<file path="src/rtl/turbo_whistle_voice_assert.svh">
// Assertion macros for the turbo whistle voice.
`ifndef TURBO_WHISTLE_VOICE_ASSERT_SVH
`define TURBO_WHISTLE_VOICE_ASSERT_SVH
`ifndef SYNTHESIS
// Clocked check, disabled while reset is high.
`define TWV_ASSERT(lbl, clk, rst, prop, msg) \
   lbl: assert property (@(posedge clk) disable iff (rst) prop) else $error(msg);
// Clocked check that also holds during reset.
`define TWV_ASSERT_ALWAYS(lbl, clk, prop, msg) \
   lbl: assert property (@(posedge clk) prop) else $error(msg);
`else
`define TWV_ASSERT(lbl, clk, rst, prop, msg)
`define TWV_ASSERT_ALWAYS(lbl, clk, prop, msg)
`endif
`endif

</file>
<file path="src/rtl/twv_pkg.sv">
package twv_pkg;

   localparam int PHASE_BITS_DEF      = 16;
   localparam int SINE_TABLE_BITS_DEF = 8;
   localparam int SAMPLE_BITS_DEF     = 16;

   localparam int NUM_CSR   = 7;
   localparam int CSR_IDX_W = 3;

   localparam logic [15:0] BASE_STEP_RST  = 16'd2731;
   localparam logic [15:0] RANGE_STEP_RST = 16'd0;
   localparam logic [15:0] NOISE_MIX_RST  = 16'd0;
   localparam logic [15:0] MAX_AMP_RST    = 16'd0;
   localparam logic [15:0] SPOOL_UP_RST   = 16'd3;
   localparam logic [15:0] SPOOL_DN_RST   = 16'd5;
   localparam logic [15:0] NOISE_COEF_RST = 16'd59022;

   localparam logic [31:0] SEED0 = 32'd98765432;
   localparam logic [31:0] SEED1 = 32'd456789012;
   localparam logic [31:0] SEED2 = 32'd321654987;
   localparam logic [31:0] SEED3 = 32'd112233445;

   // amplitude below 0.0001 in Q1.31
   localparam logic [31:0] AMP_FLOOR  = 32'd214749;
   // 0.02 in Q0.16
   localparam logic [10:0] JITTER_Q16 = 11'd1311;

   typedef enum logic [CSR_IDX_W-1:0] {
      CSR_BASE_STEP  = 3'd0,
      CSR_RANGE_STEP = 3'd1,
      CSR_NOISE_MIX  = 3'd2,
      CSR_MAX_AMP    = 3'd3,
      CSR_SPOOL_UP   = 3'd4,
      CSR_SPOOL_DN   = 3'd5,
      CSR_NOISE_COEF = 3'd6
   } csr_index_type;

   typedef enum logic [4:0] {
      OP_NONE, OP_LATCH, OP_TGT, OP_DIFF, OP_SPOOL, OP_SQ, OP_AMP, OP_CHK,
      OP_STEP, OP_J1, OP_J2, OP_JIT, OP_NC, OP_FILT, OP_MIXN, OP_SIG,
      OP_OUT, OP_FIN, OP_PASS, OP_EMIT
   } op_type;

   typedef enum logic [4:0] {
      S_IDLE, S_TGT, S_DIFF, S_SPOOL, S_SQ, S_AMP, S_CHK, S_STEP, S_J1,
      S_J2, S_JIT, S_NC, S_FILT, S_MIXN, S_SIG, S_OUT, S_FIN, S_PASS, S_DONE
   } state_type;

   typedef struct packed {
      op_type op;
   } cmd_type;

   typedef struct packed {
      logic max_zero;
      logic audible;
   } status_type;

   // quarter-wave sine entry, ninth-order odd polynomial in Q30
   function automatic logic [15:0] sine_entry(input int unsigned idx,
                                              input int unsigned tbits);
      logic [63:0] u;
      logic [63:0] u2;
      logic [63:0] p;
      logic [63:0] s;
      logic [63:0] e;
      u  = (64'(2 * idx + 1)) << (29 - tbits);
      u2 = (u * u) >> 30;
      p  = 64'd172272;
      p  = 64'd5026995 - ((u2 * p) >> 30);
      p  = 64'd85569306 - ((u2 * p) >> 30);
      p  = 64'd693598668 - ((u2 * p) >> 30);
      p  = 64'd1686629713 - ((u2 * p) >> 30);
      s  = (u * p) >> 30;
      e  = (s * 64'd32767 + (64'd1 << 29)) >> 30;
      if (e > 64'd32767) begin
         e = 64'd32767;
      end
      return e[15:0];
   endfunction

endpackage

</file>
<file path="src/rtl/twv_ctrl.sv">
`include "turbo_whistle_voice_assert.svh"

module twv_ctrl import twv_pkg::*; (
   input  logic       clock,
   input  logic       reset,
   input  logic       req_valid,
   output logic       req_ready,
   output logic       rsp_valid,
   input  logic       rsp_ready,
   output cmd_type    cmd,
   input  status_type status
);

   state_type state_ff, state_in;
   logic      rsp_valid_ff, rsp_valid_in;

   always_ff @(posedge clock) begin
      if (reset) begin
         state_ff     <= S_IDLE;
         rsp_valid_ff <= 1'b0;
      end else begin
         state_ff     <= state_in;
         rsp_valid_ff <= rsp_valid_in;
      end
   end

   always_comb begin
      state_in     = state_ff;
      cmd.op       = OP_NONE;
      req_ready    = 1'b0;
      rsp_valid_in = rsp_valid_ff && !rsp_ready;
      case (state_ff)
         S_IDLE: begin
            req_ready = 1'b1;
            if (req_valid) begin
               cmd.op   = OP_LATCH;
               state_in = status.max_zero ? S_PASS : S_TGT;
            end
         end
         S_TGT:   begin cmd.op = OP_TGT;   state_in = S_DIFF;  end
         S_DIFF:  begin cmd.op = OP_DIFF;  state_in = S_SPOOL; end
         S_SPOOL: begin cmd.op = OP_SPOOL; state_in = S_SQ;    end
         S_SQ:    begin cmd.op = OP_SQ;    state_in = S_AMP;   end
         S_AMP:   begin cmd.op = OP_AMP;   state_in = S_CHK;   end
         S_CHK: begin
            cmd.op   = OP_CHK;
            state_in = status.audible ? S_STEP : S_PASS;
         end
         S_STEP:  begin cmd.op = OP_STEP;  state_in = S_J1;    end
         S_J1:    begin cmd.op = OP_J1;    state_in = S_J2;    end
         S_J2:    begin cmd.op = OP_J2;    state_in = S_JIT;   end
         S_JIT:   begin cmd.op = OP_JIT;   state_in = S_NC;    end
         S_NC:    begin cmd.op = OP_NC;    state_in = S_FILT;  end
         S_FILT:  begin cmd.op = OP_FILT;  state_in = S_MIXN;  end
         S_MIXN:  begin cmd.op = OP_MIXN;  state_in = S_SIG;   end
         S_SIG:   begin cmd.op = OP_SIG;   state_in = S_OUT;   end
         S_OUT:   begin cmd.op = OP_OUT;   state_in = S_FIN;   end
         S_FIN:   begin cmd.op = OP_FIN;   state_in = S_DONE;  end
         S_PASS:  begin cmd.op = OP_PASS;  state_in = S_DONE;  end
         S_DONE: begin
            if (!rsp_valid_ff || rsp_ready) begin
               cmd.op       = OP_EMIT;
               rsp_valid_in = 1'b1;
               state_in     = S_IDLE;
            end
         end
         default: begin
            state_in = S_IDLE;
         end
      endcase
   end

   assign rsp_valid = rsp_valid_ff;

   `TWV_ASSERT(a_leave_idle, clock, reset, (state_ff == S_IDLE && req_valid) |=> (state_ff != S_IDLE), "accepted item did not start")
   `TWV_ASSERT(a_emit_valid, clock, reset, (cmd.op == OP_EMIT) |=> rsp_valid_ff, "emitted item not shown")
   `TWV_ASSERT_ALWAYS(a_reset_idle, clock, reset |=> (state_ff == S_IDLE && !rsp_valid_ff), "reset left work pending")

endmodule

</file>
<file path="config.mk">
export PLATFORM = sky130hd
export DESIGN_NAME = twv_ctrl
export DESIGN_NICKNAME = d
export VERILOG_FILES = /design/src/rtl/twv_pkg.sv /design/src/rtl/twv_ctrl.sv
export VERILOG_INCLUDE_DIRS = /design/src /design/src/rtl
export SDC_FILE = /design/constraint.sdc
export NUM_CORES = 1
export LEC_CHECK = 0
export ABC_AREA = 1
export BUFFER_PORTS_ARGS = -buffer_cell sky130_fd_sc_hd__buf_2
export CAP_MARGIN = 10
export CELL_PAD_IN_SITES_DETAIL_PLACEMENT = 0
export CELL_PAD_IN_SITES_GLOBAL_PLACEMENT = 1
export CORE_MARGIN = 5
export CORE_UTILIZATION = 30
export CTS_BUF_LIST = sky130_fd_sc_hd__clkbuf_16
export DETAILED_ROUTE_END_ITERATION = 8
export HOLD_SLACK_MARGIN = 0.02
export PLACE_DENSITY = 0.72
export SLEW_MARGIN = 20
export SYNTH_ARGS = -nofsm -noshare
export SYNTH_HDL_FRONTEND = slang
export SYNTH_SLANG_ARGS = --single-unit
export TNS_END_PERCENT = 100
</file>
<file path="constraint.sdc">
create_clock -name clock -period 1.1 [get_ports clock]
set_input_delay 0 -clock clock [delete_from_list [all_inputs] [get_ports clock]]
set_output_delay 0 -clock clock [all_outputs]
set_load 0.01 [all_outputs]
</file>
# ---- Yosys cells after proc, flatten, opt, wreduce, memory -nomap -nowiden
# Index checks and enable logic that the tools add are counted.
dict set report op_classes {
  n_eq_ne 20
  n_reduce_logical 7
  mux 11
}
# operator count
set op_table {}
lappend op_table {{$pmux 5 s19} 1}
lappend op_table {{$pmux 5 s18} 1}
lappend op_table {{$eq 5x4->1 const B} 8}
lappend op_table {{$mux 5} 5}
lappend op_table {{$eq 5x3->1 const B} 4}
lappend op_table {{$eq 5x5->1 const B} 3}
lappend op_table {{$eq 5x2->1 const B} 2}
lappend op_table {{$eq 5x1->1 const B} 1}
lappend op_table {{$logic_not 5->1} 1}
lappend op_table {{$mux 1} 4}
lappend op_table {{$ne 2x2->1 const B} 2}
lappend op_table {{$logic_not 1->1} 2}
lappend op_table {{$reduce_and 2->1} 1}
lappend op_table {{$reduce_or 2->1} 1}
lappend op_table {{$logic_and 1x1->1} 1}
lappend op_table {{$logic_or 1x1->1} 1}
dict set report totals {
  regBits 6
  word_cells 40
  inputBits 6
  output_inout_bits 7
}

# ---- Logic depth before layout (Yosys ltp)
dict set report logic_depth {
  word_depth 4
  mapped_depth 8
  ltp_nobuf 8
}

# ---- Least setup slack after synthesis
# No wires, ideal clock.
dict set report synth_timing {
  path_kind {reg2reg}
  startpoint {register state_ff[3]}
  endpoint {register state_ff[4]}
  synth_period_minus_slack_ns 1.079
  slack_ns 0.021
  t_arrival_ns 0.966
  path_buffers 0
  path_stages_with_launch 8
  required_time_ns 0.986
  cell_sequence {dfxtp_1 inv_1 nand2_1 nor2_1 nor2_1 nand3_1 nand2_1 a21oi_2}
}
dict set report synth_between {
  elab_chain_len 3
  elab_cells_between_ends 24
  cone_classes {eq/ne: 20; mux: 1; reduce/logical: 3}
}
# element line
set synth_rtl {}
lappend synth_rtl {{start, declared} twv_ctrl.sv:14} ;# state_type state_ff, state_in;
lappend synth_rtl {{start signal, assigned} twv_ctrl.sv:22} ;# state_ff <= state_in;
lappend synth_rtl {{$eq 5x5->1 / $logic_not 5->1 (equally long branches)} twv_ctrl.sv:32} ;# case (state_ff)
lappend synth_rtl {{$reduce_or 2->1 (no source line) / $ne 2x2->1 (equally long branches)} --}
lappend synth_rtl {{$pmux 5 s18 / $reduce_and 2->1 (equally long branches)} --}
# Several ways; a longest one is shown, not always the timed one.
# A chain may end at the register's enable or synchronous reset.

==> flow_results.xml <==
<?xml version="1.0" encoding="UTF-8"?>
<metrics>
  <group name="power_and_ir_drop">
    <metric name="p_sw_frac" unit="">0.400</metric>
    <metric name="power_frac_seq" unit="">0.171</metric>
    <metric name="power_frac_comb" unit="">0.588</metric>
    <metric name="internal_power" unit="uW">1460</metric>
    <metric name="p_switching" unit="uW">974</metric>
    <metric name="p_leak" unit="uW">0.000405</metric>
    <metric name="power.share.clock" unit="">0.240</metric>
    <metric name="powerDensity" unit="nW/um^2">2840</metric>
    <metric name="ir_worst_vdd" unit="mV">1.79</metric>
  </group>
  <group name="finish">
    <metric name="antenna_cells_inserted" unit="">0</metric>
    <metric name="layout-drive-gt1-share" unit="">0.624</metric>
    <metric name="final_net_count" unit="">117</metric>
    <metric name="stdcell_count" unit="">125</metric>
    <metric name="area.growth.synth_to_final" unit="%">75.8</metric>
  </group>
  <group name="routing">
    <metric name="via_count" unit="">605</metric>
    <metric name="drt-initial-drc-count" unit="">6</metric>
    <metric name="post_drt_via_cell_ratio" unit="">4.84</metric>
    <metric name="final_routed_wirelength" unit="microns">1370</metric>
    <metric name="drc_errors" unit="">0</metric>
    <metric name="detailedRoute.firstPassIterationCount" unit="">4</metric>
    <metric name="drt-wirelength-per-cell" unit="microns">11.0</metric>
    <metric name="antenna_left" unit="">0</metric>
  </group>
  <group name="synthesis">
    <metric name="synth_async_sr_flop_share" unit="">0</metric>
    <metric name="synth_top_cell_by_area" unit="">sky130_fd_sc_hd__dfxtp_1</metric>
    <metric name="yosys_register_bits" unit="">6</metric>
    <metric name="post_synth_main_area_contributors" unit="">sky130_fd_sc_hd__dfxtp_1 (25%), sky130_fd_sc_hd__nand2_1 (12%), sky130_fd_sc_hd__nor2_4 (9.3%)</metric>
    <metric name="yosysWarningCount" unit="">0</metric>
    <metric name="synthesis.instances" unit="">76</metric>
    <metric name="synth.cell_area" unit="sq um">487</metric>
    <metric name="area_share_of_the_largest_cell_type_after_synthesis" unit="">0.247</metric>
    <metric name="synthTopCellsByCount" unit="">sky130_fd_sc_hd__nand2_1 (15), sky130_fd_sc_hd__inv_1 (8), sky130_fd_sc_hd__nand3_1 (7), sky130_fd_sc_hd__nor2_1 (7), sky130_fd_sc_hd__dfxtp_1 (6)</metric>
    <metric name="yosysSeqAreaShare" unit="">0.247</metric>
    <metric name="synth.avg_cell_area" unit="sq um">6.40</metric>
    <metric name="post_synth_num_cell_types" unit="">17</metric>
    <metric name="yosysMostFrequentCell" unit="">sky130_fd_sc_hd__nand2_1</metric>
    <metric name="synth_enable_flop_cells" unit="">0</metric>
    <metric name="synth_ff_type" unit="">sky130_fd_sc_hd__dfxtp_1</metric>
    <metric name="postSynthNetCount" unit="">82</metric>
  </group>
  <group name="cts">
    <metric name="cts.sink_count" unit="">6</metric>
    <metric name="tritoncts" unit="">built</metric>
    <metric name="ctsHtreeMaxLevel" unit="">1</metric>
    <metric name="insertion_delay" unit="ps">230</metric>
    <metric name="cts_root_buf" unit="">sky130_fd_sc_hd__clkbuf_16</metric>
    <metric name="cts_buffer_depth" unit="">2</metric>
    <metric name="clk_pin_slew" unit="ps">30</metric>
    <metric name="cts_inserted_buffers" unit="">3</metric>
  </group>
  <group name="status">
    <metric name="run_status" unit="">finished with violations</metric>
    <metric name="failed_checks" unit="">setup timing</metric>
  </group>
  <group name="worst_setup_path">
    <metric name="cp-end-kind" unit="">primary output</metric>
    <metric name="critical_path.startpoint_type" unit="">flop</metric>
    <metric name="crit_required" unit="ps">1100</metric>
    <metric name="worst-endpoint-arrival" unit="ps">1270</metric>
    <metric name="timing_worst_setup_path_type" unit="">flop to primary output</metric>
    <metric name="critPathMaxFanout" unit="">6</metric>
  </group>
  <group name="floorplan">
    <metric name="die_width" unit="microns">50.3</metric>
    <metric name="die_area" unit="sq um">2530</metric>
    <metric name="die_height" unit="microns">50.3</metric>
    <metric name="rows" unit="">14</metric>
    <metric name="fp.coreArea" unit="sq um">1520</metric>
    <metric name="floorplan.initialDensity" unit="">0.319</metric>
    <metric name="num_io_pins" unit="">13</metric>
  </group>
  <group name="timing">
    <metric name="slew_viol_final" unit="">0</metric>
    <metric name="max_transition_margin" unit="">0.855</metric>
    <metric name="finalSetupTns" unit="ps">-868</metric>
    <metric name="finalWorstPathRequiredPeriod" unit="ps">1270</metric>
    <metric name="final_hold_viol_count" unit="">0</metric>
    <metric name="max_freq" unit="MHz">787</metric>
    <metric name="rsz0062_at_grt" unit="">true</metric>
    <metric name="clock_skew" unit="ps">3.22</metric>
    <metric name="final.period_utilization" unit="">1.16</metric>
    <metric name="report.final.setup_viol" unit="">8</metric>
    <metric name="final.setup.worst_slack" unit="ps">-171</metric>
    <metric name="worst_slew_pin_slew" unit="ps">217</metric>
  </group>
  <group name="place">
    <metric name="gp_congestion" unit="">0.753</metric>
    <metric name="hpwl" unit="microns">1000</metric>
    <metric name="quantity_of_i_o_buffers_inserted_on_ports" unit="">12</metric>
    <metric name="dpl.cell_count" unit="">116</metric>
    <metric name="detailedPlace.worstSlack" unit="ps">-93.7</metric>
  </group>
  <group name="global_routing">
    <metric name="grt_first_pass_wirelength" unit="microns">2400</metric>
    <metric name="grt_start_max_net_pins" unit="">8</metric>
    <metric name="grt_antenna_before_repair" unit="">0</metric>
    <metric name="first_global_vias" unit="">569</metric>
    <metric name="overall_global_routing_usage" unit="">0.125</metric>
    <metric name="grt-ovfl-total" unit="">0</metric>
  </group>
  <group name="worst_hold_path">
    <metric name="hold_path.class" unit="">input pin to flop</metric>
  </group>
  <group name="run">
    <metric name="timing.max_cap.violations" unit="">0</metric>
  </group>
</metrics>
-- registers in the layout, summed over array words and instances (netlist names) --
name	flops
rsp_valid	1
state_ff	5
-- placed cells by master (no fill, tap or decap) --
cell                            Yosys  layout
sky130_fd_sc_hd__a21oi_1            2       2
sky130_fd_sc_hd__a21oi_2            2       2
sky130_fd_sc_hd__buf_2              0      12
sky130_fd_sc_hd__buf_4              0      16
sky130_fd_sc_hd__buf_6              0       1
sky130_fd_sc_hd__clkbuf_16          0       3
sky130_fd_sc_hd__dfxtp_1            6       1
sky130_fd_sc_hd__dfxtp_2            0       1
sky130_fd_sc_hd__dfxtp_4            0       4
sky130_fd_sc_hd__dlygate4sd3_1      0       1
sky130_fd_sc_hd__inv_1              8       6
sky130_fd_sc_hd__inv_2              5       6
sky130_fd_sc_hd__inv_4              0       1
sky130_fd_sc_hd__nand2_1           15      13
sky130_fd_sc_hd__nand2_2            2       4
sky130_fd_sc_hd__nand3_1            7       5
sky130_fd_sc_hd__nand3_2            2       2
sky130_fd_sc_hd__nand3_4            0       2
sky130_fd_sc_hd__nand3b_1           1       1
sky130_fd_sc_hd__nand4_1            5       5
sky130_fd_sc_hd__nor2_1             7       2
sky130_fd_sc_hd__nor2_2             4       8
sky130_fd_sc_hd__nor2_4             4       5
sky130_fd_sc_hd__o21ai_1            2       5
sky130_fd_sc_hd__o22ai_2            0       1
-- final timing paths --
path / slack (ps) / cells past startpoint / from / to
setup / recovery: -170 / 6 / state_ff[0] / cmd[2]
hold / removal: 140 / 5 / req_valid / state_ff[0]
setup reg to reg: -40 / 6 / state_ff[0] / state_ff[2]
hold reg to reg: 570 / 2 / state_ff[3] / state_ff[3]
-- metal layers --
| layer | track usage | vias to the layer above | share of wire |
|---|---|---|---|
| li1 | - | 318 | - |
| met1 | 0.147 | 265 | 0.44 |
| met2 | 0.192 | 18 | 0.48 |
| met3 | 0.0266 | 4 | 0.049 |
| met4 | 0.100 | 0 | 0.036 |
| met5 | 0 | - | 0 |
-- power groups by stage --
stage          clock network (uW)  registers (uW)  logic (uW)
6_report                      585             417        1430
5_1_grt                       614             431        1590
4_1_cts                       601             382        1290
3_5_place_dp                    0             368        1180
3_3_place_gp                    0             369        1200
2_1_floorplan                   0             368         648
-- cell families (layout without fill, tap and decap cells) --
kind of cell	count (synthesis)	after routing	synth area share
AND/OR/NAND/NOR	47	47	0.532
flip-flops	6	6	0.247
AO/OA/AOI/OAI	10	10	0.121
buffers and inverters	13	46	0.100
-- what timing repair did --
item,in CTS,in global routing
endpoints found under the hold margin,2,0
pin swaps,6,10
endpoints found under the setup margin,11,11
gates cloned,0,0
gates resized for setup,11,18
buffers inserted,4,1
hold buffers,1,0
-- worst max-delay path, stage by stage, from the launching register on --
cell	delay [ps]
sky130_fd_sc_hd__dfxtp_4	370
sky130_fd_sc_hd__nor2_1	210
sky130_fd_sc_hd__nand3_1	90
sky130_fd_sc_hd__o21ai_1	110
sky130_fd_sc_hd__nor2_2	70
sky130_fd_sc_hd__o21ai_1	60
sky130_fd_sc_hd__buf_2	140
-- metrics by stage --
| stage | util | hold slack (ps) | power, uW | area, sq um |
|---|---|---|---|---|
| finish | 0.562 | 135 | 2430 | 856 |
| global route | 0.562 | 185 | 2640 | 856 |
| CTS | 0.519 | 139 | 2280 | 791 |
| detailed placement | 0.431 | 260 | 1550 | 657 |
| global placement | 0.431 | 256 | 1570 | 657 |
| floorplan | - | 62.4 | 1020 | 487 |
-- cell type report --
class	count	area, sq um
sequential	6	136
inverter	13	51.3
fill	135	668
tap	16	20.0
clock buffer	3	75.1
multi-input combinational	57	372
timing repair buffer	30	201
Note: power is estimated with default switching activity, not from simulation.
